**src/rtl/mbe_pkg.sv**
```systemverilog
package mbe_pkg;

    localparam int IMAGE_WIDTH  = 512;
    localparam int IMAGE_HEIGHT = 512;

    localparam int PIX_W      = 9;
    localparam int COUNT_W    = 12;
    localparam int COLOR_W    = 26;
    localparam int STEP_W     = 31;
    localparam int COORD_W    = 32;
    localparam int WIDE_W     = 64;
    localparam int FRAC_BITS  = 28;
    localparam int SCALE_W    = 14;
    // signed pixel offset from centre; covers half sizes up to 2048
    localparam int DIFF_W     = 13;
    localparam int PROD_W     = DIFF_W + STEP_W + 1;

    localparam int CFG_IDX_W  = 3;
    localparam int CFG_DATA_W = 32;

    localparam logic [CFG_IDX_W-1:0] REG_STEP_X          = CFG_IDX_W'(0);
    localparam logic [CFG_IDX_W-1:0] REG_STEP_Y          = CFG_IDX_W'(1);
    localparam logic [CFG_IDX_W-1:0] REG_OFFSET_X        = CFG_IDX_W'(2);
    localparam logic [CFG_IDX_W-1:0] REG_OFFSET_Y        = CFG_IDX_W'(3);
    localparam logic [CFG_IDX_W-1:0] REG_ITERATION_LIMIT = CFG_IDX_W'(4);

    localparam logic [STEP_W-1:0]         STEP_RESET  = STEP_W'(1048576);
    localparam logic signed [COORD_W-1:0] OFFSET_RESET = '0;
    localparam logic [COUNT_W-1:0]        LIMIT_RESET = COUNT_W'(1000);

    localparam logic signed [DIFF_W-1:0] HALF_WIDTH  = DIFF_W'(IMAGE_WIDTH / 2);
    localparam logic signed [DIFF_W-1:0] HALF_HEIGHT = DIFF_W'(IMAGE_HEIGHT / 2);

    localparam logic [SCALE_W-1:0] COLOR_SCALE  = SCALE_W'(10000);
    localparam logic [WIDE_W-1:0]  ESCAPE_BOUND = WIDE_W'(4) << (2 * FRAC_BITS);

    typedef struct packed {
        logic [STEP_W-1:0]         step_x;
        logic [STEP_W-1:0]         step_y;
        logic signed [COORD_W-1:0] offset_x;
        logic signed [COORD_W-1:0] offset_y;
        logic [COUNT_W-1:0]        iteration_limit;
    } cfg_t;

    typedef struct packed {
        logic signed [COORD_W-1:0] cx;
        logic signed [COORD_W-1:0] cy;
    } coord_t;

    function automatic logic signed [COORD_W-1:0] sat32(input logic signed [WIDE_W-1:0] v);
        logic signed [WIDE_W-1:0] max_v;
        logic signed [WIDE_W-1:0] min_v;
        max_v = WIDE_W'(32'sh7fffffff);
        min_v = -max_v - WIDE_W'(1);
        if (v > max_v)
        begin
            return COORD_W'(max_v);
        end
        else if (v < min_v)
        begin
            return COORD_W'(min_v);
        end
        return v[COORD_W-1:0];
    endfunction

    function automatic logic signed [COORD_W-1:0] map_coord(
        input logic [PIX_W-1:0]          pix,
        input logic signed [DIFF_W-1:0]  half,
        input logic [STEP_W-1:0]         step,
        input logic signed [COORD_W-1:0] off
    );
        logic signed [DIFF_W-1:0] d;
        logic signed [PROD_W-1:0] prod;
        logic signed [WIDE_W-1:0] sum;
        d    = signed'({{(DIFF_W-PIX_W){1'b0}}, pix}) - half;
        prod = PROD_W'(d) * signed'(PROD_W'({1'b0, step}));
        sum  = WIDE_W'(prod) + WIDE_W'(off);
        return sat32(sum);
    endfunction

endpackage

```
**src/rtl/mbe_core.sv**
```systemverilog
module mbe_core (
    input  logic                         clk,
    input  logic                         rst_n,
    input  logic                         cfg_wr_en,
    input  logic [mbe_pkg::CFG_IDX_W-1:0]  cfg_index,
    input  logic [mbe_pkg::CFG_DATA_W-1:0] cfg_data,
    output mbe_pkg::cfg_t                cfg
);
    import mbe_pkg::*;

    cfg_t cfg_reg;

    assign cfg = cfg_reg;

    always_ff @(posedge clk or negedge rst_n)
    begin
        if (!rst_n)
        begin
            cfg_reg.step_x          <= STEP_RESET;
            cfg_reg.step_y          <= STEP_RESET;
            cfg_reg.offset_x        <= OFFSET_RESET;
            cfg_reg.offset_y        <= OFFSET_RESET;
            cfg_reg.iteration_limit <= LIMIT_RESET;
        end
        else if (cfg_wr_en)
        begin
            unique case (cfg_index)
                REG_STEP_X:          cfg_reg.step_x          <= cfg_data[STEP_W-1:0];
                REG_STEP_Y:          cfg_reg.step_y          <= cfg_data[STEP_W-1:0];
                REG_OFFSET_X:        cfg_reg.offset_x        <= signed'(cfg_data[COORD_W-1:0]);
                REG_OFFSET_Y:        cfg_reg.offset_y        <= signed'(cfg_data[COORD_W-1:0]);
                REG_ITERATION_LIMIT: cfg_reg.iteration_limit <= cfg_data[COUNT_W-1:0];
                default:
                begin
                end
            endcase
        end
    end
endmodule

```
**config.mk**
```make
export PLATFORM = sky130hd
export DESIGN_NAME = mbe_core
export DESIGN_NICKNAME = d
export VERILOG_FILES = /design/src/rtl/mbe_pkg.sv /design/src/rtl/mbe_core.sv
export SDC_FILE = /design/constraint.sdc
export NUM_CORES = 1
export LEC_CHECK = 0
export ABC_AREA = 0
export BUFFER_PORTS_ARGS = -buffer_cell sky130_fd_sc_hd__buf_4
export CORE_MARGIN = 2
export CORE_UTILIZATION = 54
export DETAILED_ROUTE_END_ITERATION = 12
export PLACE_DENSITY_LB_ADDON = 0.1
export SYNTH_ARGS = -nofsm -noshare
export SYNTH_HDL_FRONTEND = slang
export SYNTH_SLANG_ARGS = --single-unit
```
**constraint.sdc**
```tcl
create_clock -name clk -period 1.7 [get_ports clk]
set_input_delay 0.085 -clock clk [delete_from_list [all_inputs] [get_ports clk]]
set_output_delay 0.085 -clock clk [all_outputs]
set_load 0.1 [all_outputs]
```
==> results.md <==
* First-pass detailed-route iteration total at 4
* Crit start category: register
* Core Rows at 35
* Cell family with most CP delay: flip-flops
* Combinational family with the most area after synthesis: multiplexers
* Final setup vio count at 0
* Grt total ovfl at 0
* Critical Path RT at 1.62 ns
* Worst Hold Class: input pin to async pin
* ANT cells at 0
* Number of global-route vias before repair at 3629
* Syn Nets at 333
* Initial DRC count at 83
* Worst R2R Start: cfg[104]
* Outcome: finished, final reports clean
* Critical Path Fanout Max at 2
* Share of cells above drive strength 1 at 0.625
* Worst skew pair latency at 0.50 ns
* Post-CTS Resized at 0
* Fillers at 523
* Root buffer selected by CTS: clkbuf_8
* Simple-gate share of the synthesized area at 0.0129
* Reg2reg setup slack at 0.89 ns
* Fmax at 0.705 GHz
* Crit path buffers/inverters at 1
* Synth Area in Compound Gates at 0
* Post-Synth Adder-Cell Area at 0
* Vias at 3385
* Max-Cap Viols at 0
* Die Area at 0.0105 mm2
* Antenna violations before repair at 0
* Post-Syn Area at 0.00524 mm2
* Seq/Total Area, Yosys at 0.661
* Final nets at 558
* Avg WL per Cell at 18.5 um
* Core area at 0.00933 mm2
* Minimum clock period at 1.42 ns
* Max reg flops at 138
* CP max-delay cell: dfstp_2
* Final Max Tran Viols at 0
* Clock skew at 0 ns
* # DRC at 0
* Worst Tran Pin Value at 0.459 ns
* Mux share of post-synthesis cell area at 0.296
* Syn. warnings at 0
* Largest net degree at the start of global routing at 42
* Fin. Hold Viols at 0
* Worst EP arrival at 1.33 ns
* HPWL Detailed at 8.21 mm
* Die width at 103 um
* PortBufs at 175
* Routed WL at 12.2 mm
* Crit. End Element: primary output
* Most frequent cells in the layout: buf_4 (185), dfrtp_1 (130), mux2_2 (104)
* Max Root-Sink Buffers at 2
* Final Wtd Congestion at 0.778
* Total Routing Usage GR at 0.244
* First-pass GRT wire length at 19.1 mm
* Setup_tns at 0 ns
* Clock slew seen by the registers of the worst setup and hold paths at 0.06 ns
* CTS Buf Count at 17
* Crit path largest cell delay at 0.54 ns
* Synth Area in XOR/XNOR at 0
* Area growth, synth to finish at 45.6%
* Post-synth cell types at 13
* Max-slew headroom at 0.694
* R2r endpoint: cfg[104]
* Syn Area/Cell at 17.8 um2
* RSZ-0062 raised after global routing: false
* Crit-path cells: buf_4
* Clock sinks at 138
* Cell count after synthesis at 295
* Final Cycle Share at 0.834
* IO Count at 176
* Die extent in y at 103 um
* CTS tree: yes
* Critical Path Start: cfg[127]
* Most common cell after layout, fill and taps aside: buf_4
* Routed vias/inst at 5.11
* Initial core utilization at 0.562
* Setup CP Type: register to primary output
* Yosys reg bits at 138
* H-tree levels at 4
* Worst Reg2Reg Path Length in Cells at 1
* Post-route ant nets at 0
==> kinds of logic (layout without fill, tap and decap cells) <==
logic type,Yosys count,after routing
flip-flops,138,138
buffers and inverters,14,252
multiplexers,138,138
AND/OR/NAND/NOR,5,5
==> repair_timing <==
item	4_1_cts	5_1_grt
endpoints found under the setup margin	0	0
setup buffers	0	0
endpoints found under the hold margin	269	0
hold buffers	33	0
==> metrics by stage <==
step / setup WS (ns) / cell area [um2] / hold WS [ns] / util / cells
final: 0.282 / 7630 / 0.0703 / 0.818 / 662
after floorplan: 0.420 / 5240 / -0.211 / - / 295
after global placement: 0.350 / 6690 / 0.0654 / 0.717 / 597
after detailed placement: 0.296 / 6690 / 0.0698 / 0.717 / 597
after global routing: 0.241 / 7630 / 0.106 / 0.818 / 662
after CTS: 0.259 / 7630 / 0.0719 / 0.818 / 662
==> per-layer routing <==
layer,vias to the layer above,global-route usage,routed length [um]
li1,1511,-,-
met1,1724,0.297,4890
met5,-,0,0
met4,0,0.0974,295
met3,25,0.0793,768
met2,125,0.408,6280
==> Yosys cell counts (all sizes together) <==
| cell | n | area [um2] |
|---|---|---|
| buf | 14 | 158 |
| mux2 | 138 | 1550 |
| and4bb | 2 | 25.0 |
| nor4b | 1 | 23.8 |
| nand4b | 1 | 8.76 |
| dfrtp | 130 | 3250 |
| dfstp | 8 | 210 |
| nor4bb | 1 | 10.0 |
==> worst max-delay path by stage <==
stage | end | slack [ns] | cells past startpoint
final | cfg[127] | 0.28 | 1
after global routing | cfg[7] | 0.24 | 1
after CTS | cfg[7] | 0.26 | 1
after detailed placement | cfg[51] | 0.30 | 4
after global placement | cfg[75] | 0.35 | 4
after floorplan | cfg[137] | 0.42 | 1
==> layout make-up <==
cell class                      instances  area [um2]  share of cell area
Sequential cell                       138        3460               0.454
Tap cell                              129         161              0.0211
Clock buffer                           19         422              0.0552
Multi-Input combinational cell        143        1640               0.214
Clock inverter                         13         191              0.0251
Timing Repair Buffer                  220        1760               0.230
Power is not shown: default switching activity piles up to over one toggle a cycle in this logic, so the estimate is an artifact.
