===== src/rtl/mbe_pkg.sv =====
package mbe_pkg;

    localparam int IMAGE_WIDTH  = 512;
    localparam int IMAGE_HEIGHT = 512;

    localparam int PIX_W      = 9;
    localparam int COUNT_W    = 12;
    localparam int COLOR_W    = 26;
    localparam int STEP_W     = 31;
    localparam int COORD_W    = 32;
    localparam int WIDE_W     = 64;
    localparam int FRAC_BITS  = 28;
    localparam int SCALE_W    = 14;
    // signed pixel offset from centre; covers half sizes up to 2048
    localparam int DIFF_W     = 13;
    localparam int PROD_W     = DIFF_W + STEP_W + 1;

    localparam int CFG_IDX_W  = 3;
    localparam int CFG_DATA_W = 32;

    localparam logic [CFG_IDX_W-1:0] REG_STEP_X          = CFG_IDX_W'(0);
    localparam logic [CFG_IDX_W-1:0] REG_STEP_Y          = CFG_IDX_W'(1);
    localparam logic [CFG_IDX_W-1:0] REG_OFFSET_X        = CFG_IDX_W'(2);
    localparam logic [CFG_IDX_W-1:0] REG_OFFSET_Y        = CFG_IDX_W'(3);
    localparam logic [CFG_IDX_W-1:0] REG_ITERATION_LIMIT = CFG_IDX_W'(4);

    localparam logic [STEP_W-1:0]         STEP_RESET  = STEP_W'(1048576);
    localparam logic signed [COORD_W-1:0] OFFSET_RESET = '0;
    localparam logic [COUNT_W-1:0]        LIMIT_RESET = COUNT_W'(1000);

    localparam logic signed [DIFF_W-1:0] HALF_WIDTH  = DIFF_W'(IMAGE_WIDTH / 2);
    localparam logic signed [DIFF_W-1:0] HALF_HEIGHT = DIFF_W'(IMAGE_HEIGHT / 2);

    localparam logic [SCALE_W-1:0] COLOR_SCALE  = SCALE_W'(10000);
    localparam logic [WIDE_W-1:0]  ESCAPE_BOUND = WIDE_W'(4) << (2 * FRAC_BITS);

    typedef struct packed {
        logic [STEP_W-1:0]         step_x;
        logic [STEP_W-1:0]         step_y;
        logic signed [COORD_W-1:0] offset_x;
        logic signed [COORD_W-1:0] offset_y;
        logic [COUNT_W-1:0]        iteration_limit;
    } cfg_t;

    typedef struct packed {
        logic signed [COORD_W-1:0] cx;
        logic signed [COORD_W-1:0] cy;
    } coord_t;

    function automatic logic signed [COORD_W-1:0] sat32(input logic signed [WIDE_W-1:0] v);
        logic signed [WIDE_W-1:0] max_v;
        logic signed [WIDE_W-1:0] min_v;
        max_v = WIDE_W'(32'sh7fffffff);
        min_v = -max_v - WIDE_W'(1);
        if (v > max_v)
        begin
            return COORD_W'(max_v);
        end
        else if (v < min_v)
        begin
            return COORD_W'(min_v);
        end
        return v[COORD_W-1:0];
    endfunction

    function automatic logic signed [COORD_W-1:0] map_coord(
        input logic [PIX_W-1:0]          pix,
        input logic signed [DIFF_W-1:0]  half,
        input logic [STEP_W-1:0]         step,
        input logic signed [COORD_W-1:0] off
    );
        logic signed [DIFF_W-1:0] d;
        logic signed [PROD_W-1:0] prod;
        logic signed [WIDE_W-1:0] sum;
        d    = signed'({{(DIFF_W-PIX_W){1'b0}}, pix}) - half;
        prod = PROD_W'(d) * signed'(PROD_W'({1'b0, step}));
        sum  = WIDE_W'(prod) + WIDE_W'(off);
        return sat32(sum);
    endfunction

endpackage


===== src/rtl/mbe_if.sv =====
interface mbe_pixel_if;
    import mbe_pkg::*;

    logic             valid;
    logic             ready;
    logic [PIX_W-1:0] pixel_col;
    logic [PIX_W-1:0] pixel_row;

    modport source (output valid, pixel_col, pixel_row, input ready);
    modport sink   (input valid, pixel_col, pixel_row, output ready);
endinterface



===== src/rtl/mbe_front.sv =====
module mbe_front (
    input  logic            clk,
    input  logic            rst_n,
    mbe_pixel_if.sink       pixel,
    input  mbe_pkg::cfg_t   cfg,
    output logic            push,
    output mbe_pkg::coord_t push_data,
    input  logic            full
);
    import mbe_pkg::*;

    logic             valid_reg;
    logic             valid_next;
    logic [PIX_W-1:0] col_reg;
    logic [PIX_W-1:0] row_reg;
    logic             take;

    assign push        = valid_reg && !full;
    assign pixel.ready = !valid_reg || !full;
    assign take        = pixel.valid && pixel.ready;

    assign push_data.cx = map_coord(col_reg, HALF_WIDTH, cfg.step_x, cfg.offset_x);
    assign push_data.cy = map_coord(row_reg, HALF_HEIGHT, cfg.step_y, cfg.offset_y);

    always_comb
    begin
        valid_next = valid_reg;
        if (take)
        begin
            valid_next = 1'b1;
        end
        else if (push)
        begin
            valid_next = 1'b0;
        end
    end

    always_ff @(posedge clk or negedge rst_n)
    begin
        if (!rst_n)
        begin
            valid_reg <= 1'b0;
        end
        else
        begin
            valid_reg <= valid_next;
        end
    end

    always_ff @(posedge clk)
    begin
        if (take)
        begin
            col_reg <= pixel.pixel_col;
            row_reg <= pixel.pixel_row;
        end
    end
endmodule


===== src/flat_wrapper.sv =====
// flat-port wrapper written by rule: the top's interface ports become plain ports
module mbe_front_flat import mbe_pkg::*;
  (clk, rst_n, cfg, push, push_data, full, pixel_valid, pixel_pixel_col, pixel_pixel_row, pixel_ready);
  mbe_pixel_if pixel_i ();
  input  logic clk;
  input  logic rst_n;
  input  mbe_pkg::cfg_t cfg;
  output logic push;
  output mbe_pkg::coord_t push_data;
  input  logic full;
  input wire logic [$bits(pixel_i.valid)-1:0] pixel_valid;
  input wire logic [$bits(pixel_i.pixel_col)-1:0] pixel_pixel_col;
  input wire logic [$bits(pixel_i.pixel_row)-1:0] pixel_pixel_row;
  output wire logic [$bits(pixel_i.ready)-1:0] pixel_ready;
  assign pixel_i.valid = pixel_valid;
  assign pixel_i.pixel_col = pixel_pixel_col;
  assign pixel_i.pixel_row = pixel_pixel_row;
  assign pixel_ready = pixel_i.ready;
  mbe_front u_core (.clk(clk), .rst_n(rst_n), .pixel(pixel_i), .cfg(cfg), .push(push), .push_data(push_data), .full(full));
endmodule

===== config.mk =====
export PLATFORM = sky130hd
export DESIGN_NAME = mbe_front_flat
export DESIGN_NICKNAME = d
export VERILOG_FILES = /design/src/rtl/mbe_pkg.sv /design/src/rtl/mbe_if.sv /design/src/rtl/mbe_front.sv /design/src/flat_wrapper.sv
export SDC_FILE = /design/constraint.sdc
export NUM_CORES = 2
export LEC_CHECK = 0
export ABC_AREA = 1
export BUFFER_PORTS_ARGS = -buffer_cell sky130_fd_sc_hd__clkbuf_2
export CAP_MARGIN = 20
export CELL_PAD_IN_SITES_DETAIL_PLACEMENT = 0
export CELL_PAD_IN_SITES_GLOBAL_PLACEMENT = 1
export CORE_MARGIN = 4
export CORE_UTILIZATION = 30
export DETAILED_ROUTE_END_ITERATION = 10
export PLACE_DENSITY = 0.66
export SYNTH_ARGS = -nofsm -noshare
export SYNTH_HDL_FRONTEND = slang
export SYNTH_SLANG_ARGS = --single-unit

===== constraint.sdc =====
create_clock -name clk -period 7.6 [get_ports clk]
set_clock_uncertainty 0.1 [all_clocks]
set_input_delay 0.38 -clock clk [delete_from_list [all_inputs] [get_ports clk]]
set_output_delay 0.38 -clock clk [all_outputs]
set_load 0.005 [all_outputs]

==> reports/results.txt <==
synth unique cells - 49
Synth Area in Compound Gates - 0.06023
CP max stage cell - fa_1
post-synth top area cell - fa_1
vias in the first global route - 28.63k
grt ovf - 0
Residual DRC - 0
Critical path origin - u_core.row_reg[8]$_DFFE_PP_
Syn Nets - 5348
post-synthesis average cell area - 6.594 um^2
maximum clock frequency - 123.2 MHz
CP delay by family, top - adder cells
crit-path max FO - 15
clock sinks - 19
first-pass GRT wire length - 151300 um
Cell Area, Synth - 29150 um^2
WP data required - 7120 ps
multiplexer share of the synthesized area - 0
WL final - 93650 um
worst slack at placement - -469.9 ps
adder-cell share of the synthesized area - 0.4492
Synth Register Bits - 19
outcome - finished with violations
Clock Path Buffers - 2
Die Wd - 319.7 um
Worst path most repeated cell - nand2_1
initial core utilization - 0.3018
Ports - 226
Commonest cells post-synth - nand2_1 (1393), inv_1 (1126), fa_1 (464)
Mapped Cells - 4420
wire length per cell - 14.72 um
DR iter-0 viols - 1270
Critical R2R Launch - u_core.valid_reg$_DFFE_PN0P_
worst path bufs/invs - 9
post-synthesis xor/xnor area fraction - 0.03997
Crit. End Element - output pin
fin crit period - 8119 ps
# H-tree levels - 1
placed cell area - 35790 um^2
placed insts - 6327
Total GRT Usage - 0.1820
initial antenna violation count - 7
sequential fraction of the synthesis area - 0.01940
most frequent cell after synthesis - nand2_1
Die ar. - 102200 um^2
RSZ-0062 raised after global routing - yes
site row count - 114
synthesis warning total - 0
final period utilization - 1.068
CTS buffer count - 3
final setup margin - -519.0 ps
TritonRoute pass-1 iters - 7
CTS tree - yes
share of layout cells above drive strength 1 - 0.2226
Antenna Violating Nets Remaining - 0
Crit path arrival time - 7640 ps
P&R area growth vs syn - 28.64%
Clock Pin Slew Worst Setup and Hold Paths - 80 ps
Clock Latency Late Sink - 280 ps
failing checks - setup timing
r2r setup slk - 5900 ps
Core ar. - 96570 um^2
number of synthesized flops with an enable pin - 18
FF-to-FF End - u_core.col_reg[0]$_DFFE_PP_
DR vias/cell - 4.392
via count - 27.94k
Crit path largest cell delay - 560 ps
Final setup viols - 62
final slew viol count - 0
Synth async-reset ratio - 0.05263
Final Instance Area - 37490 um^2
Port Buffer Count - 213
total of max-cap violations - 0
min-delay worst type - in2reg
largest family of logic cells by synthesized area - adder cells
Post-Synth Simple-Gate Area - 0.2645
Tightest Pin Transition - 981.9 ps
Fin. Hold Viols - 0
Synth area leaders - fa_1 (32%), nand2_1 (18%), inv_1 (15%)
critical path depth - 38
detailed placer's ending HPWL - 82980 um
critical path type - reg2out
crit path capture - push_data[18]
largest net degree at the start of global routing - 34
area share of the largest cell type after synthesis - 0.3187
commonest register cell after synthesis - edfxtp_1
die height - 319.7 um
worst r2r path cells - 1
CTS Root Cell - clkbuf_16
startpoint type of the worst setup path - flop
GPL Wtd Cong - 0.8932
Final #Nets - 6010
non-filler instance count after layout - 6361
slew margin rel. - 0.3439
-- final cells by class --
| cell class | count | area [um^2] |
|---|---|---|
| inverter | 1134 | 4260 |
| fill | 10440 | 59070 |
| timing repair buffer | 793 | 5929 |
| sequential | 19 | 565.5 |
| clock buffer | 4 | 78.83 |
| antenna | 4 | 10.01 |
| tap | 1276 | 1597 |
| multi-input combinational | 3131 | 25050 |
-- routing by layer --
metal	share of wire	track usage	routed length, um	up-vias
met5	0.00044	0	41	-
met4	0.021	0.03958	1985	6
met3	0.032	0.01120	3016	76
met2	0.45	0.2940	41800	436
met1	0.50	0.2680	46800	13180
li1	-	-	-	14250
-- cell usage in the layout (no fill, tap or decap), types with 33 or more instances in the layout --
| master | instances |
|---|---|
| nand2_1 | 1367 |
| a21oi_1 | 124 |
| nand3_1 | 86 |
| clkbuf_2 | 212 |
| buf_12 | 33 |
| nand2_2 | 43 |
| nor2_1 | 214 |
| inv_1 | 1123 |
| a21oi_2 | 52 |
| o21ai_0 | 39 |
| nor2_2 | 92 |
| xnor2_1 | 39 |
| fa_1 | 462 |
| ha_1 | 259 |
| xor2_1 | 79 |
| ha_4 | 33 |
| buf_4 | 540 |
-- cells by family after synthesis --
logic type | count (synthesis)
simple gates | 1917
compound gates | 313
fa+ha+maj | 768
xor+xnor | 133
flops | 19
buf+inv | 1270
-- how the worst min path moves through the flow --
stage	startpoint	to	slack [ps]	cells after the start
2_1_floorplan	rst_n	u_core.valid_reg$_DFFE_PN0P_	-20	0
3_3_place_gp	rst_n	u_core.valid_reg$_DFFE_PN0P_	60	1
3_5_place_dp	rst_n	u_core.valid_reg$_DFFE_PN0P_	60	1
4_1_cts	pixel_pixel_col[1]	u_core.col_reg[1]$_DFFE_PP_	140	1
5_1_grt	pixel_pixel_row[2]	u_core.row_reg[2]$_DFFE_PP_	150	1
6_report	pixel_pixel_col[1]	u_core.col_reg[1]$_DFFE_PP_	150	1
-- per-stage QoR --
stage	hold slack [ps]	utilization	setup TNS (ps)
floorplan	-15.59	-	0
global placement	55.75	0.3706	-23570
detailed placement	56.02	0.3706	-26720
CTS	136.3	0.3764	-33120
global route	147.1	0.3882	-58070
finish	154.2	0.3883	-30020
-- what timing repair did --
action / in CTS / in global routing
gates resized for setup: 88 / 227
hold endpoints to repair: 1 / 0
hold buffers: 1 / 0
buffers inserted: 6 / 14
endpoints found under the setup margin: 64 / 64
pin swaps: 17 / 72
gates cloned: 1 / 4
Power is left out: the tool's default activity adds up to more than one toggle a clock period on the data nets, which glitch-free logic cannot reach.
