===== src/rtl/mbe_pkg.sv =====
package mbe_pkg;

    localparam int IMAGE_WIDTH  = 512;
    localparam int IMAGE_HEIGHT = 512;

    localparam int PIX_W      = 9;
    localparam int COUNT_W    = 12;
    localparam int COLOR_W    = 26;
    localparam int STEP_W     = 31;
    localparam int COORD_W    = 32;
    localparam int WIDE_W     = 64;
    localparam int FRAC_BITS  = 28;
    localparam int SCALE_W    = 14;
    // signed pixel offset from centre; covers half sizes up to 2048
    localparam int DIFF_W     = 13;
    localparam int PROD_W     = DIFF_W + STEP_W + 1;

    localparam int CFG_IDX_W  = 3;
    localparam int CFG_DATA_W = 32;

    localparam logic [CFG_IDX_W-1:0] REG_STEP_X          = CFG_IDX_W'(0);
    localparam logic [CFG_IDX_W-1:0] REG_STEP_Y          = CFG_IDX_W'(1);
    localparam logic [CFG_IDX_W-1:0] REG_OFFSET_X        = CFG_IDX_W'(2);
    localparam logic [CFG_IDX_W-1:0] REG_OFFSET_Y        = CFG_IDX_W'(3);
    localparam logic [CFG_IDX_W-1:0] REG_ITERATION_LIMIT = CFG_IDX_W'(4);

    localparam logic [STEP_W-1:0]         STEP_RESET  = STEP_W'(1048576);
    localparam logic signed [COORD_W-1:0] OFFSET_RESET = '0;
    localparam logic [COUNT_W-1:0]        LIMIT_RESET = COUNT_W'(1000);

    localparam logic signed [DIFF_W-1:0] HALF_WIDTH  = DIFF_W'(IMAGE_WIDTH / 2);
    localparam logic signed [DIFF_W-1:0] HALF_HEIGHT = DIFF_W'(IMAGE_HEIGHT / 2);

    localparam logic [SCALE_W-1:0] COLOR_SCALE  = SCALE_W'(10000);
    localparam logic [WIDE_W-1:0]  ESCAPE_BOUND = WIDE_W'(4) << (2 * FRAC_BITS);

    typedef struct packed {
        logic [STEP_W-1:0]         step_x;
        logic [STEP_W-1:0]         step_y;
        logic signed [COORD_W-1:0] offset_x;
        logic signed [COORD_W-1:0] offset_y;
        logic [COUNT_W-1:0]        iteration_limit;
    } cfg_t;

    typedef struct packed {
        logic signed [COORD_W-1:0] cx;
        logic signed [COORD_W-1:0] cy;
    } coord_t;

    function automatic logic signed [COORD_W-1:0] sat32(input logic signed [WIDE_W-1:0] v);
        logic signed [WIDE_W-1:0] max_v;
        logic signed [WIDE_W-1:0] min_v;
        max_v = WIDE_W'(32'sh7fffffff);
        min_v = -max_v - WIDE_W'(1);
        if (v > max_v)
        begin
            return COORD_W'(max_v);
        end
        else if (v < min_v)
        begin
            return COORD_W'(min_v);
        end
        return v[COORD_W-1:0];
    endfunction

    function automatic logic signed [COORD_W-1:0] map_coord(
        input logic [PIX_W-1:0]          pix,
        input logic signed [DIFF_W-1:0]  half,
        input logic [STEP_W-1:0]         step,
        input logic signed [COORD_W-1:0] off
    );
        logic signed [DIFF_W-1:0] d;
        logic signed [PROD_W-1:0] prod;
        logic signed [WIDE_W-1:0] sum;
        d    = signed'({{(DIFF_W-PIX_W){1'b0}}, pix}) - half;
        prod = PROD_W'(d) * signed'(PROD_W'({1'b0, step}));
        sum  = WIDE_W'(prod) + WIDE_W'(off);
        return sat32(sum);
    endfunction

endpackage


===== src/rtl/mbe_queue.sv =====
module mbe_queue (
    input  logic            clk,
    input  logic            rst_n,
    input  logic            push,
    input  mbe_pkg::coord_t push_data,
    output logic            full,
    input  logic            pop,
    output mbe_pkg::coord_t pop_data,
    output logic            empty
);
    import mbe_pkg::*;

    localparam int DEPTH = 2;
    localparam int PTR_W = $clog2(DEPTH);
    localparam int CNT_W = $clog2(DEPTH + 1);

    coord_t             data_reg [DEPTH];
    logic [PTR_W-1:0]   wr_ptr_reg;
    logic [PTR_W-1:0]   rd_ptr_reg;
    logic [CNT_W-1:0]   cnt_reg;
    logic [CNT_W-1:0]   cnt_next;
    logic               do_push;
    logic               do_pop;

    assign full     = cnt_reg == CNT_W'(DEPTH);
    assign empty    = cnt_reg == '0;
    assign do_push  = push && !full;
    assign do_pop   = pop && !empty;
    assign pop_data = data_reg[rd_ptr_reg];

    always_comb
    begin
        cnt_next = cnt_reg;
        if (do_push && !do_pop)
        begin
            cnt_next = cnt_reg + CNT_W'(1);
        end
        else if (do_pop && !do_push)
        begin
            cnt_next = cnt_reg - CNT_W'(1);
        end
    end

    always_ff @(posedge clk or negedge rst_n)
    begin
        if (!rst_n)
        begin
            wr_ptr_reg <= '0;
            rd_ptr_reg <= '0;
            cnt_reg    <= '0;
        end
        else
        begin
            cnt_reg <= cnt_next;
            if (do_push)
            begin
                wr_ptr_reg <= wr_ptr_reg + PTR_W'(1);
            end
            if (do_pop)
            begin
                rd_ptr_reg <= rd_ptr_reg + PTR_W'(1);
            end
        end
    end

    always_ff @(posedge clk)
    begin
        if (do_push)
        begin
            data_reg[wr_ptr_reg] <= push_data;
        end
    end
endmodule


===== config.mk =====
export PLATFORM = sky130hd
export DESIGN_NAME = mbe_queue
export DESIGN_NICKNAME = d
export VERILOG_FILES = /design/src/rtl/mbe_pkg.sv /design/src/rtl/mbe_queue.sv
export SDC_FILE = /design/constraint.sdc
export NUM_CORES = 1
export LEC_CHECK = 0
export BUFFER_PORTS_ARGS = -buffer_cell sky130_fd_sc_hd__buf_2
export CAP_MARGIN = 20
export CELL_PAD_IN_SITES_DETAIL_PLACEMENT = 0
export CELL_PAD_IN_SITES_GLOBAL_PLACEMENT = 2
export CORE_MARGIN = 4
export CORE_UTILIZATION = 38
export CTS_BUF_LIST = sky130_fd_sc_hd__clkbuf_8 sky130_fd_sc_hd__clkbuf_16
export DETAILED_ROUTE_END_ITERATION = 16
export GPL_TIMING_DRIVEN = 0
export HOLD_SLACK_MARGIN = 0.15
export MAX_ROUTING_LAYER = met4
export PLACE_DENSITY_LB_ADDON = 0.08
export SETUP_SLACK_MARGIN = 0.1
export SLEW_MARGIN = 30
export SYNTH_ARGS = -nofsm -noshare
export SYNTH_HDL_FRONTEND = slang
export SYNTH_SLANG_ARGS = --single-unit

===== constraint.sdc =====
create_clock -name clk -period 4.4 [get_ports clk]
set_clock_uncertainty 0.05 [all_clocks]
set_input_delay 0.22 -clock clk [delete_from_list [all_inputs] [get_ports clk]]
set_output_delay 0.22 -clock clk [all_outputs]
set_load 0.005 [all_outputs]

==> key figures, run 1 <==
Setup path
  – Req. time, crit path: 4.46 ns
  – CP Launch Point: cnt_reg[0]
  – CP max stage delay: 0.56 ns
  – Worst Path Class, Setup: register to register
  – CP arrival: 2.13 ns
  – Cells along the critical path: nand2b_1, nand2_1, nor2_4, buf_16, buf_8
  – Reg-to-reg slack, setup: 2.33 ns
  – Startpoint of the worst register-to-register path: cnt_reg[0]
  – Startpoint class of the critical path: register
  – Max Fanout on Critical Path: 17
  – Worst R2R End: data_reg[0][44]
  – CP max stage cell: nor2_4
  – Critical Path Sink: data_reg[0][44]
  – Crit end category: register
  – R2R cell count: 5

CTS
  – Worst skew pair latency: 0.40 ns
  – Clk root buf: clkbuf_16
  – CTS tree: built
  – CTS H-tree depth: 4
  – Cts bufs inserted: 17
  – Post-CTS Resized: 0
  – Clk slew on worst S/H paths: 0.05 ns
  – Clock buffer depth: 2
  – Sink Count: 132
  – Setup repair bufs after CTS: 0

Synth
  – Top FF cell, synth: edfxtp_1
  – EDFF count, synth: 128
  – Top cell type's share of synthesized area: 0.7655
  – Yosys Warn Count: 0
  – Syn Nets: 287
  – #FFs+latches synth: 132
  – Syn Inst Count: 218
  – Post-synth top area cell: edfxtp_1
  – Most frequent cells after synthesis: 128 x edfxtp_1, 50 x mux2_4, 14 x mux2_2
  – Post-synthesis sequential area ratio: 0.7854
  – Synth Area per Inst: 23.03 um^2
  – Asr flop ratio synth: 0.03030
  – Synth area leaders: edfxtp_1 77%, mux2_4 15%, mux2_2 3.1%
  – Syn Std Cell Area: 5021 um^2
  – Yosys cell types: 15
  – Most numerous cell in the Yosys netlist: edfxtp_1

Global route
  – Initial antenna violation count: 0
  – Global router's overall resource usage: 0.1429
  – Largest net degree at the start of global routing: 43
  – First-pass GRT wire length: 15.36 mm
  – Overflow after GRT: 0
  – Vias in the first global route: 3,063

Route
  – # DRC: 0
  – DRT iter0 DRCs: 115
  – Via count: 2,763
  – DR pass1 iterations: 4
  – WL/cell: 15.48 um
  – ANT nets after route: 0
  – WL final: 9.691 mm
  – Via density: 4.414

Timing
  – Finish-stage setup viols: 0
  – Worst relative slew slack: 0.5452
  – Period utilization: 0.4709
  – RSZ-0062 raised after global routing: false
  – Achievable Freq: 482.7 MHz
  – Fin. Hold Viols: 0
  – Fin crit period: 2.072 ns
  – Max-slew violations: 0
  – Actual slew at the worst max-slew pin: 0.6807 ns

Cells and area
  – Area delta synth->final: 44.68%
  – Ant. Diodes: 0
  – Nets@finish: 511
  – Final Util: 0.5687
  – Share of cells above drive strength 1: 0.5198
  – Max reg flops: 128

Floorplan
  – CORE AREA: 12,770 um^2
  – Die Y: 123.0 um
  – I/O pins: 134
  – Initial core utilization: 0.3931
  – Rows: 41
  – Die width: 123.0 um
  – Die area: 15,120 um^2

Power and ir drop
  – Seq pwr share: 0.395
  – Worst VDD drop: 317.5 uV
  – Net Switching: 1.173 mW
  – Clk pwr share: 0.298
  – P_leak: 2.928 nW
  – Switching share of power: 0.2578
  – Design Power: 4.548 mW
  – Power Internal: 3.376 mW
  – Pwr Density: 626.1 nW/um^2
  – Comb pwr share: 0.307

Run status
  – Status: completed

Place
  – Final HPWL DP: 6.229 mm
  – Final GP Congestion: 0.6798
  – Port bufs: 133

Worst hold path
  – Worst Hold Class: register to register

Job
  – Max_cap viols: 0
## what timing repair did
item                                   4_1_cts  5_1_grt
hold buffers                                68        0
setup endpoints to repair                    0        0
endpoints found under the hold margin      134        0
## cell families after synthesis
group,count (synthesis),share of synthesized area
compound gates,1,0.0009958
xor+xnor,5,0.008723
fa+ha+maj,1,0.002492
buf+inv,9,0.01595
flops,132,0.7854
mux,64,0.1809
simple gates,6,0.005483
## worst max-delay path, delay by kind of cell (launching register included)
kind	cells	cell delay, ns
DFF	1	0.43
and+or+nand+nor	3	0.89
buffers and inverters	2	0.40
## metrics by stage
| step | std cells | hold slack [ns] | TNS, ns | instance area (um^2) | setup WS, ns |
|---|---|---|---|---|---|
| after floorplan | 218 | -0.1256 | 0 | 5021 | 0.5435 |
| after global placement | 523 | -0.01638 | -83.69 | 5902 | -1.313 |
| after detailed placement | 527 | -0.01400 | 0 | 6012 | 2.301 |
| after CTS | 626 | 0.4581 | 0 | 7264 | 2.299 |
| after global routing | 626 | 0.4618 | 0 | 7264 | 2.217 |
| final | 626 | 0.4746 | 0 | 7264 | 2.328 |
## layer usage
| metal | track usage | share of wire |
|---|---|---|
| met4 | 0.06508 | 0.015 |
| met5 | - | 0 |
| met3 | 0.04849 | 0.063 |
| met1 | 0.1512 | 0.39 |
| met2 | 0.2422 | 0.53 |
## area by class of cell
type                    count  area (um^2)
clock inverters            14        146.4
fillers                  1027         5509
multi-input cells          77         1010
inverters                   2        7.507
plain buffers               7        72.57
flip-flops and latches    132         3944
clock buffers              17        425.4
well taps                 172        215.2
repair buffers            205         1444
## power by group through the flow
| stage | Clock, mW | Sequential, mW | Combinational (mW) |
|---|---|---|---|
| final | 1.36 | 1.79 | 1.40 |
| after global routing | 1.45 | 1.82 | 1.52 |
| after CTS | 1.40 | 1.80 | 1.44 |
| after detailed placement | 0 | 1.82 | 1.39 |
| after global placement | 0 | 1.85 | 1.31 |
| after floorplan | 0 | 1.82 | 0.845 |
## how the worst min path moves through the flow
stage / startpoint / to / depth (start not counted) / slack, ns
global placement: rst_n / wr_ptr_reg / 1 / -0.02
CTS: push_data[58] / data_reg[0][58] / 2 / 0.46
floorplan: rst_n / cnt_reg[0] / 0 / -0.13
finish: cnt_reg[1] / cnt_reg[1] / 1 / 0.47
global route: push_data[57] / data_reg[1][57] / 2 / 0.46
detailed placement: rst_n / wr_ptr_reg / 1 / -0.01
## cells in the final DEF, fill, tap and decap left out, types with 2 or more instances in the layout
| cell | count |
|---|---|
| clkinv_1 | 3 |
| mux2_2 | 14 |
| inv_1 | 4 |
| mux2_4 | 50 |
| bufinv_16 | 3 |
| clkinvlp_4 | 3 |
| edfxtp_1 | 128 |
| dfrtp_1 | 4 |
| buf_6 | 6 |
| xor2_1 | 2 |
| clkbuf_16 | 17 |
| dlygate4sd3_1 | 68 |
| buf_2 | 134 |
| clkinv_2 | 3 |
| nor2_1 | 2 |
| xnor2_1 | 3 |
| buf_16 | 3 |
(Power assumes the default switching activity.)
==> run 2: changes to the inputs <==
--- a/config.mk
+++ b/config.mk
@@ -5,12 +5,13 @@
 export SDC_FILE = /design/constraint.sdc
 export NUM_CORES = 1
 export LEC_CHECK = 0
+export ABC_AREA = 1
 export BUFFER_PORTS_ARGS = -buffer_cell sky130_fd_sc_hd__buf_2
 export CAP_MARGIN = 20
 export CELL_PAD_IN_SITES_DETAIL_PLACEMENT = 0
 export CELL_PAD_IN_SITES_GLOBAL_PLACEMENT = 2
 export CORE_MARGIN = 4
-export CORE_UTILIZATION = 38
+export CORE_UTILIZATION = 31
 export CTS_BUF_LIST = sky130_fd_sc_hd__clkbuf_8 sky130_fd_sc_hd__clkbuf_16
 export DETAILED_ROUTE_END_ITERATION = 16
 export GPL_TIMING_DRIVEN = 0
==> constraint.sdc (replaced) <==
create_clock -name clk -period 1.89 [get_ports clk]
set_clock_uncertainty 0.05 [all_clocks]
set_input_delay 0.0945 -clock clk [delete_from_list [all_inputs] [get_ports clk]]
set_output_delay 0.0945 -clock clk [all_outputs]
set_load 0.005 [all_outputs]
==> key figures, run 2 <==
Run status
  – Status: completed

Place
  – Final HPWL DP: 7.223 mm (+16%)
  – Final GP Congestion: 0.7102 (+4.5%)
  – Port bufs: 133 (unchanged)
  – DP Cell Count: 716 (+36%)
  – Placed Area: 5989 um^2 (-0.37%)

Setup path
  – Worst Path Class, Setup: register to output port
  – CP arrival: 1.50 ns (-0.63 ns)
  – Crit end category: output port
  – Max Fanout on Critical Path: 10 (-7)
  – Startpoint class of the critical path: register
  – Req. time, crit path: 1.75 ns (-2.71 ns)

Cells and area
  – Post-route insts no fill: 820 (+31%)
  – Nets@finish: 665 (+30%)
  – Most frequent cells in the layout: 200 x nand2_1, 135 x buf_2, 128 x edfxtp_1, 68 x dlygate4sd3_1, 17 x clkbuf_16
  – Ant. Diodes: 0 (unchanged)
  – Share of cells above drive strength 1: 0.3202 (-0.1996)
  – Area delta synth->final: 50.81%
  – Final instance area: 7372 um^2 (+1.5%)
  – Commonest non-fill, non-tap cell in the layout: nand2_1
  – Max reg flops: 128 (unchanged)

Floorplan
  – I/O pins: 134 (unchanged)
  – Die Y: 133.6 um (+8.6%)
  – Die width: 133.6 um (+8.6%)
  – Rows: 45 (+9.8%)
  – Initial core utilization: 0.3192 (-0.07389)
  – Die area: 17,840 um^2 (+18%)
  – CORE AREA: 15,310 um^2 (+20%)

Global route
  – Initial antenna violation count: 0 (unchanged)
  – Largest net degree at the start of global routing: 25 (-42%)
  – Overflow after GRT: 0 (unchanged)
  – First-pass GRT wire length: 17.48 mm (+14%)
  – Vias in the first global route: 3,447 (+13%)
  – Global router's overall resource usage: 0.1336 (-0.009367)

Synth
  – Syn Nets: 435 (+52%)
  – EDFF count, synth: 128 (unchanged)
  – Synth Area per Inst: 13.36 um^2 (-42%)
  – Yosys Warn Count: 0 (unchanged)
  – Post-synthesis sequential area ratio: 0.8068 (+0.02131)
  – Most numerous cell in the Yosys netlist: nand2_1
  – Top FF cell, synth: edfxtp_1
  – #FFs+latches synth: 132 (unchanged)
  – Asr flop ratio synth: 0.03030 (unchanged)
  – Synth area leaders: edfxtp_1 79%, nand2_1 15%, dfrtp_1 2.0%
  – Yosys cell types: 15 (unchanged)
  – Top cell type's share of synthesized area: 0.7863 (+0.02077)
  – Syn Std Cell Area: 4888 um^2 (-2.6%)
  – Post-synth top area cell: edfxtp_1
  – Syn Inst Count: 366 (+68%)
  – Most frequent cells after synthesis: 201 x nand2_1, 128 x edfxtp_1, 8 x buf_4

Route
  – DR pass1 iterations: 4 (unchanged)
  – Via count: 3,342 (+21%)
  – ANT nets after route: 0 (unchanged)
  – WL final: 11.04 mm (+14%)
  – # DRC: 0 (unchanged)
  – Via density: 4.076 (-7.7%)
  – DRT iter0 DRCs: 129 (+12%)
  – WL/cell: 13.46 um (-13%)

CTS
  – Cts bufs inserted: 17 (unchanged)
  – CTS H-tree depth: 4 (unchanged)
  – Clock buffer depth: 2 (unchanged)
  – Clk root buf: clkbuf_16
  – Worst skew pair latency: 0.41 ns (about the same)
  – CTS tree: built
  – Sink Count: 132 (unchanged)
  – Clk slew on worst S/H paths: 0.06 ns (about the same)

Power and ir drop
  – P_leak: 3.181 nW (+8.7%)
  – Worst VDD drop: 666.5 uV (+110%)
  – Pwr Density: 1504 nW/um^2 (+140%)

Timing
  – Achievable Freq: 606.5 MHz
  – Worst relative slew slack: 0.7879 (+0.2427)
  – Period utilization: 0.8724
  – Fin. Hold Viols: 0 (unchanged)
  – Finish-stage setup viols: 0 (unchanged)
  – RSZ-0062 raised after global routing: false
  – Fin crit period: 1.649 ns
  – Max-slew violations: 0 (unchanged)
  – Actual slew at the worst max-slew pin: 0.3161 ns (-0.3646 ns)

Job
  – Max_cap viols: 0 (unchanged)

Worst hold path
  – Worst Hold Class: input pin to register
==> run 2: final cells by class <==
type / instances / area [um^2]
Buffer: 14 / 100.1
Clock buffer: 17 / 425.4
Clock inverter: 15 / 236.5
Fill cell: 1419 / 7943
Inverter: 8 / 33.78
Multi-Input combinational cell: 212 / 834.6
Sequential cell: 132 / 3944
Tap cell: 211 / 264.0
Timing Repair Buffer: 211 / 1534
==> run 2: timing repair <==
| action | in CTS | in global routing |
|---|---|---|
| pin swaps | 1 | 0 |
| hold buffers | 68 | 0 |
| endpoints found under the setup margin | 35 | 40 |
| buffers inserted | 4 | 0 |
| resized for setup | 0 | 8 |
| endpoints found under the hold margin | 135 | 0 |
==> run 2: power by group <==
part	total [mW]	internal, mW	switching (mW)
Combinational	3.30	1.42	1.89
Sequential	4.15	3.98	0.164
Clock	3.64	2.46	1.18
Total	11.1	7.86	3.23
==> run 2: final timing paths <==
kind | depth (start not counted) | start | to | slack, ns
min in group asynchronous | 3 | rst_n | cnt_reg[1] | 0.54
hold / removal | 2 | push_data[11] | data_reg[1][11] | 0.35
setup / recovery | 6 | rd_ptr_reg | pop_data[57] | 0.24
max in group asynchronous | 3 | rst_n | wr_ptr_reg | 1.06
setup reg to reg | 7 | cnt_reg[1] | data_reg[0][53] | 0.32
hold reg to reg | 2 | wr_ptr_reg | wr_ptr_reg | 0.43
==> run 2: kinds of logic after synthesis <==
logic type / after synthesis / share of synthesized area
DFF: 132 / 0.8068
buffers and inverters: 22 / 0.02457
adders and majority gates: 1 / 0.002559
AOI/OAI and AO/OA: 2 / 0.002048
and+or+nand+nor: 208 / 0.1623
xor gates and xnor gates: 1 / 0.001792
==> run 2: through the flow <==
| step | utilization | setup slack (ns) | TNS (ns) | total power, mW | hold WS [ns] |
|---|---|---|---|---|---|
| 6_report | 0.4814 | 0.2412 | 0 | 11.09 | 0.3509 |
| 5_1_grt | 0.4814 | 0.1039 | 0 | 11.83 | 0.3408 |
| 4_1_cts | 0.4807 | 0.1131 | 0 | 11.32 | 0.3296 |
| 3_5_place_dp | 0.3911 | -0.06990 | -1.248 | 7.474 | -0.1391 |
| 3_3_place_gp | 0.3808 | -0.9205 | -115.38 | 7.221 | -0.1359 |
| 2_1_floorplan | - | -0.1670 | -19.24 | 5.805 | -0.2511 |
==> run 2: critical path: stages (launching register included) <==
cell	delay (ns)
dfrtp_1	0.40
inv_2	0.06
buf_4	0.18
buf_4	0.21
nand2_1	0.06
nand2_1	0.07
buf_2	0.11
==> run 2: routing by layer <==
| metal | track usage | vias to the layer above | share of wire |
|---|---|---|---|
| met5 | - | - | 0 |
| met4 | 0.05486 | 0 | 0.018 |
| met3 | 0.03890 | 17 | 0.044 |
| met2 | 0.2229 | 76 | 0.52 |
| met1 | 0.1511 | 1553 | 0.42 |
| li1 | - | 1696 | - |
==> run 3: changes to the inputs <==
--- a/config.mk
+++ b/config.mk
@@ -5,18 +5,14 @@
 export SDC_FILE = /design/constraint.sdc
 export NUM_CORES = 1
 export LEC_CHECK = 0
-export ABC_AREA = 1
 export BUFFER_PORTS_ARGS = -buffer_cell sky130_fd_sc_hd__buf_2
 export CAP_MARGIN = 20
-export CELL_PAD_IN_SITES_DETAIL_PLACEMENT = 0
-export CELL_PAD_IN_SITES_GLOBAL_PLACEMENT = 2
 export CORE_MARGIN = 4
-export CORE_UTILIZATION = 31
+export CORE_UTILIZATION = 47
 export CTS_BUF_LIST = sky130_fd_sc_hd__clkbuf_8 sky130_fd_sc_hd__clkbuf_16
 export DETAILED_ROUTE_END_ITERATION = 16
 export GPL_TIMING_DRIVEN = 0
 export HOLD_SLACK_MARGIN = 0.15
-export MAX_ROUTING_LAYER = met4
 export PLACE_DENSITY_LB_ADDON = 0.08
 export SETUP_SLACK_MARGIN = 0.1
 export SLEW_MARGIN = 30
==> key figures, run 3 (synthesized netlist as in run 1, its figures left out) <==
Run status
  – Status: completed

Timing
  – Fin. Hold Viols: 0 (unchanged)
  – Actual slew at the worst max-slew pin: 0.2893 ns (-0.02678 ns)
  – Achievable Freq: 548.9 MHz (-9.5%)
  – Max-slew violations: 0 (unchanged)
  – RSZ-0062 raised after global routing: true
  – Worst relative slew slack: 0.8051 (+0.01723)
  – Fin crit period: 1.822 ns (+0.1731 ns)
  – Finish-stage setup viols: 0 (unchanged)
  – Period utilization: 0.9639 (+0.09157)
  – Hold Worst Slack: 0.2580 ns (-0.09292 ns)
  – Setup TNS Final: 0 ns (unchanged)
  – Final worst slack: 0.06817 ns (-0.1731 ns)

Place
  – Final HPWL DP: 5.978 mm (-17%)
  – Pre-CTS setup slack: 0.06179 ns (+0.1317 ns)
  – Final GP Congestion: 0.6622 (-6.8%)
  – Port bufs: 133 (unchanged)
  – DP Cell Count: 492 (-31%)

Setup path
  – CP arrival: 1.68 ns (+0.18 ns)
  – Startpoint of the worst register-to-register path: cnt_reg[0]
  – Req. time, crit path: 1.75 ns (about the same)
  – CP max stage cell: dfrtp_1
  – Worst R2R End: data_reg[0][27]
  – R2R cell count: 6 (-1)
  – Worst Path Class, Setup: register to output port
  – Crit end category: output port
  – Critical path's most frequent cell: buf_12
  – CP max stage delay: 0.41 ns (about the same)
  – Startpoint class of the critical path: register
  – Cells along the critical path: buf_12, buf_12, mux2_4, buf_2
  – Max Fanout on Critical Path: 10 (unchanged)
  – Reg-to-reg slack, setup: 0.17 ns (-0.15 ns)

CTS
  – Sink Count: 132 (unchanged)
  – CTS H-tree depth: 4 (unchanged)
  – Clk slew on worst S/H paths: 0.06 ns (about the same)
  – Cts bufs inserted: 17 (unchanged)
  – Clock buffer depth: 2 (unchanged)
  – CTS tree: built
  – Clk root buf: clkbuf_8
  – Worst skew pair latency: 0.51 ns (+0.10 ns)

Job
  – Max_cap viols: 0 (unchanged)

Route
  – ANT nets after route: 0 (unchanged)
  – # DRC: 0 (unchanged)
  – WL/cell: 16.21 um (+20%)
  – WL final: 9.660 mm (-13%)
  – Via density: 4.676 (+15%)
  – Via count: 2,787 (-17%)
  – DR pass1 iterations: 4 (unchanged)
  – DRT iter0 DRCs: 83 (-36%)

Global route
  – Initial antenna violation count: 0 (unchanged)
  – Vias in the first global route: 2,975 (-14%)
  – Overflow after GRT: 0 (unchanged)
  – Largest net degree at the start of global routing: 45 (+80%)
  – Global router's overall resource usage: 0.1598 (+0.02617)
  – First-pass GRT wire length: 15.18 mm (-13%)
  – Met1 global-route usage: 0.1796 (+0.02849)
  – GRT busiest layer: met2
  – GRT met3 Usage: 0.06793 (+0.02904)
  – Met2 usage: 0.2738 (+0.05091)

Floorplan
  – CORE AREA: 10,370 um^2 (-32%)
  – Die area: 12,400 um^2 (-30%)
  – Die width: 111.4 um (-17%)
  – Initial core utilization: 0.4842 (+0.1650)
  – Die Y: 111.4 um (-17%)
  – Rows: 37 (-18%)
  – I/O pins: 134 (unchanged)

Worst hold path
  – WHS Path Cells: 2 (unchanged)
  – Hold_sp: push_data[34]
  – Worst Hold Class: input pin to register
  – WHS Endpoint: data_reg[1][34]

Power and ir drop
  – P_leak: 3.022 nW (-5.0%)
  – Power Internal: 8.333 mW (+6.0%)
  – Switching share of power: 0.2544 (-0.03689)
  – Seq pwr share: 0.376 (+0.002)
  – Comb pwr share: 0.317 (+0.019)
  – Net Switching: 2.843 mW (-12%)
  – Pwr Density: 1507 nW/um^2 (+0.17%)
  – Worst VDD drop: 1092 uV (+64%)
  – Clk pwr share: 0.307 (-0.021)

Cells and area
  – Final Util: 0.7151 (+0.2338)
  – Max reg flops: 128 (unchanged)
  – Area delta synth->final: 47.69%
  – Commonest non-fill, non-tap cell in the layout: buf_2
  – Post-route insts no fill: 596 (-27%)
  – Share of cells above drive strength 1: 0.5348 (+0.2146)
  – Ant. Diodes: 0 (unchanged)
  – Most frequent cells in the layout: 131 x buf_2, 128 x edfxtp_1, 68 x dlygate4sd3_1, 50 x mux2_4, 16 x clkbuf_16
  – Nets@finish: 516 (-22%)
  – Number of fill cells in the layout: 688 (-52%)
[run 3: layer usage]
metal,vias up,routed length [um]
li1,1328,-
met1,1352,3777
met2,94,5097
met3,13,647
met4,0,138
met5,-,0
[run 3: critical path, delay by kind of cell, from the launching register on]
family   cells  cell delay (ns)
buf+inv      3             0.45
flops        1             0.41
mux          1             0.30
[run 3: worst max-delay path by stage]
stage / depth (start not counted) / slack [ns] / from / endpoint
CTS: 3 / 0.04 / rd_ptr_reg / pop_data[40]
global placement: 3 / -0.77 / cnt_reg[0] / data_reg[0][24]
floorplan: 3 / -0.15 / cnt_reg[0] / data_reg[0][0]
detailed placement: 6 / 0.06 / cnt_reg[0] / data_reg[0][22]
finish: 4 / 0.07 / rd_ptr_reg / pop_data[25]
global route: 4 / 0.002 / rd_ptr_reg / pop_data[30]
[run 3: area by class of cell]
cell class,count,area [um^2],area share
multi-input cells,78,1032,0.1392
well taps,136,170.2,0.02295
inverters,2,7.507,0.001012
clock buffers,17,414.1,0.05585
plain buffers,7,127.6,0.01721
flip-flops and latches,132,3944,0.5318
repair buffers,209,1506,0.2031
clock inverters,15,214.0,0.02885
[run 3: metrics by stage]
stage               area, um^2  power [mW]
finish                    7416       11.18
global route              7416       11.72
CTS                       7378       11.20
detailed placement        6010       7.503
global placement          5881       7.286
floorplan                 5045       6.215
[run 3: power groups by stage]
stage | sequential [mW] | clock (mW) | combinational [mW]
2_1_floorplan | 4.22 | 0 | 2.00
3_3_place_gp | 4.25 | 0 | 3.03
3_5_place_dp | 4.25 | 0 | 3.25
4_1_cts | 4.20 | 3.48 | 3.52
5_1_grt | 4.26 | 3.66 | 3.81
6_report | 4.20 | 3.44 | 3.54
[run 3: repair_timing]
| action | in CTS | in global routing |
|---|---|---|
| buffers inserted | 3 | 0 |
| hold buffers | 68 | 0 |
| cloned | 0 | 1 |
| gates resized for setup | 9 | 6 |
| endpoints found under the setup margin | 72 | 107 |
| hold endpoints to repair | 177 | 0 |
| pin swaps | 1 | 1 |
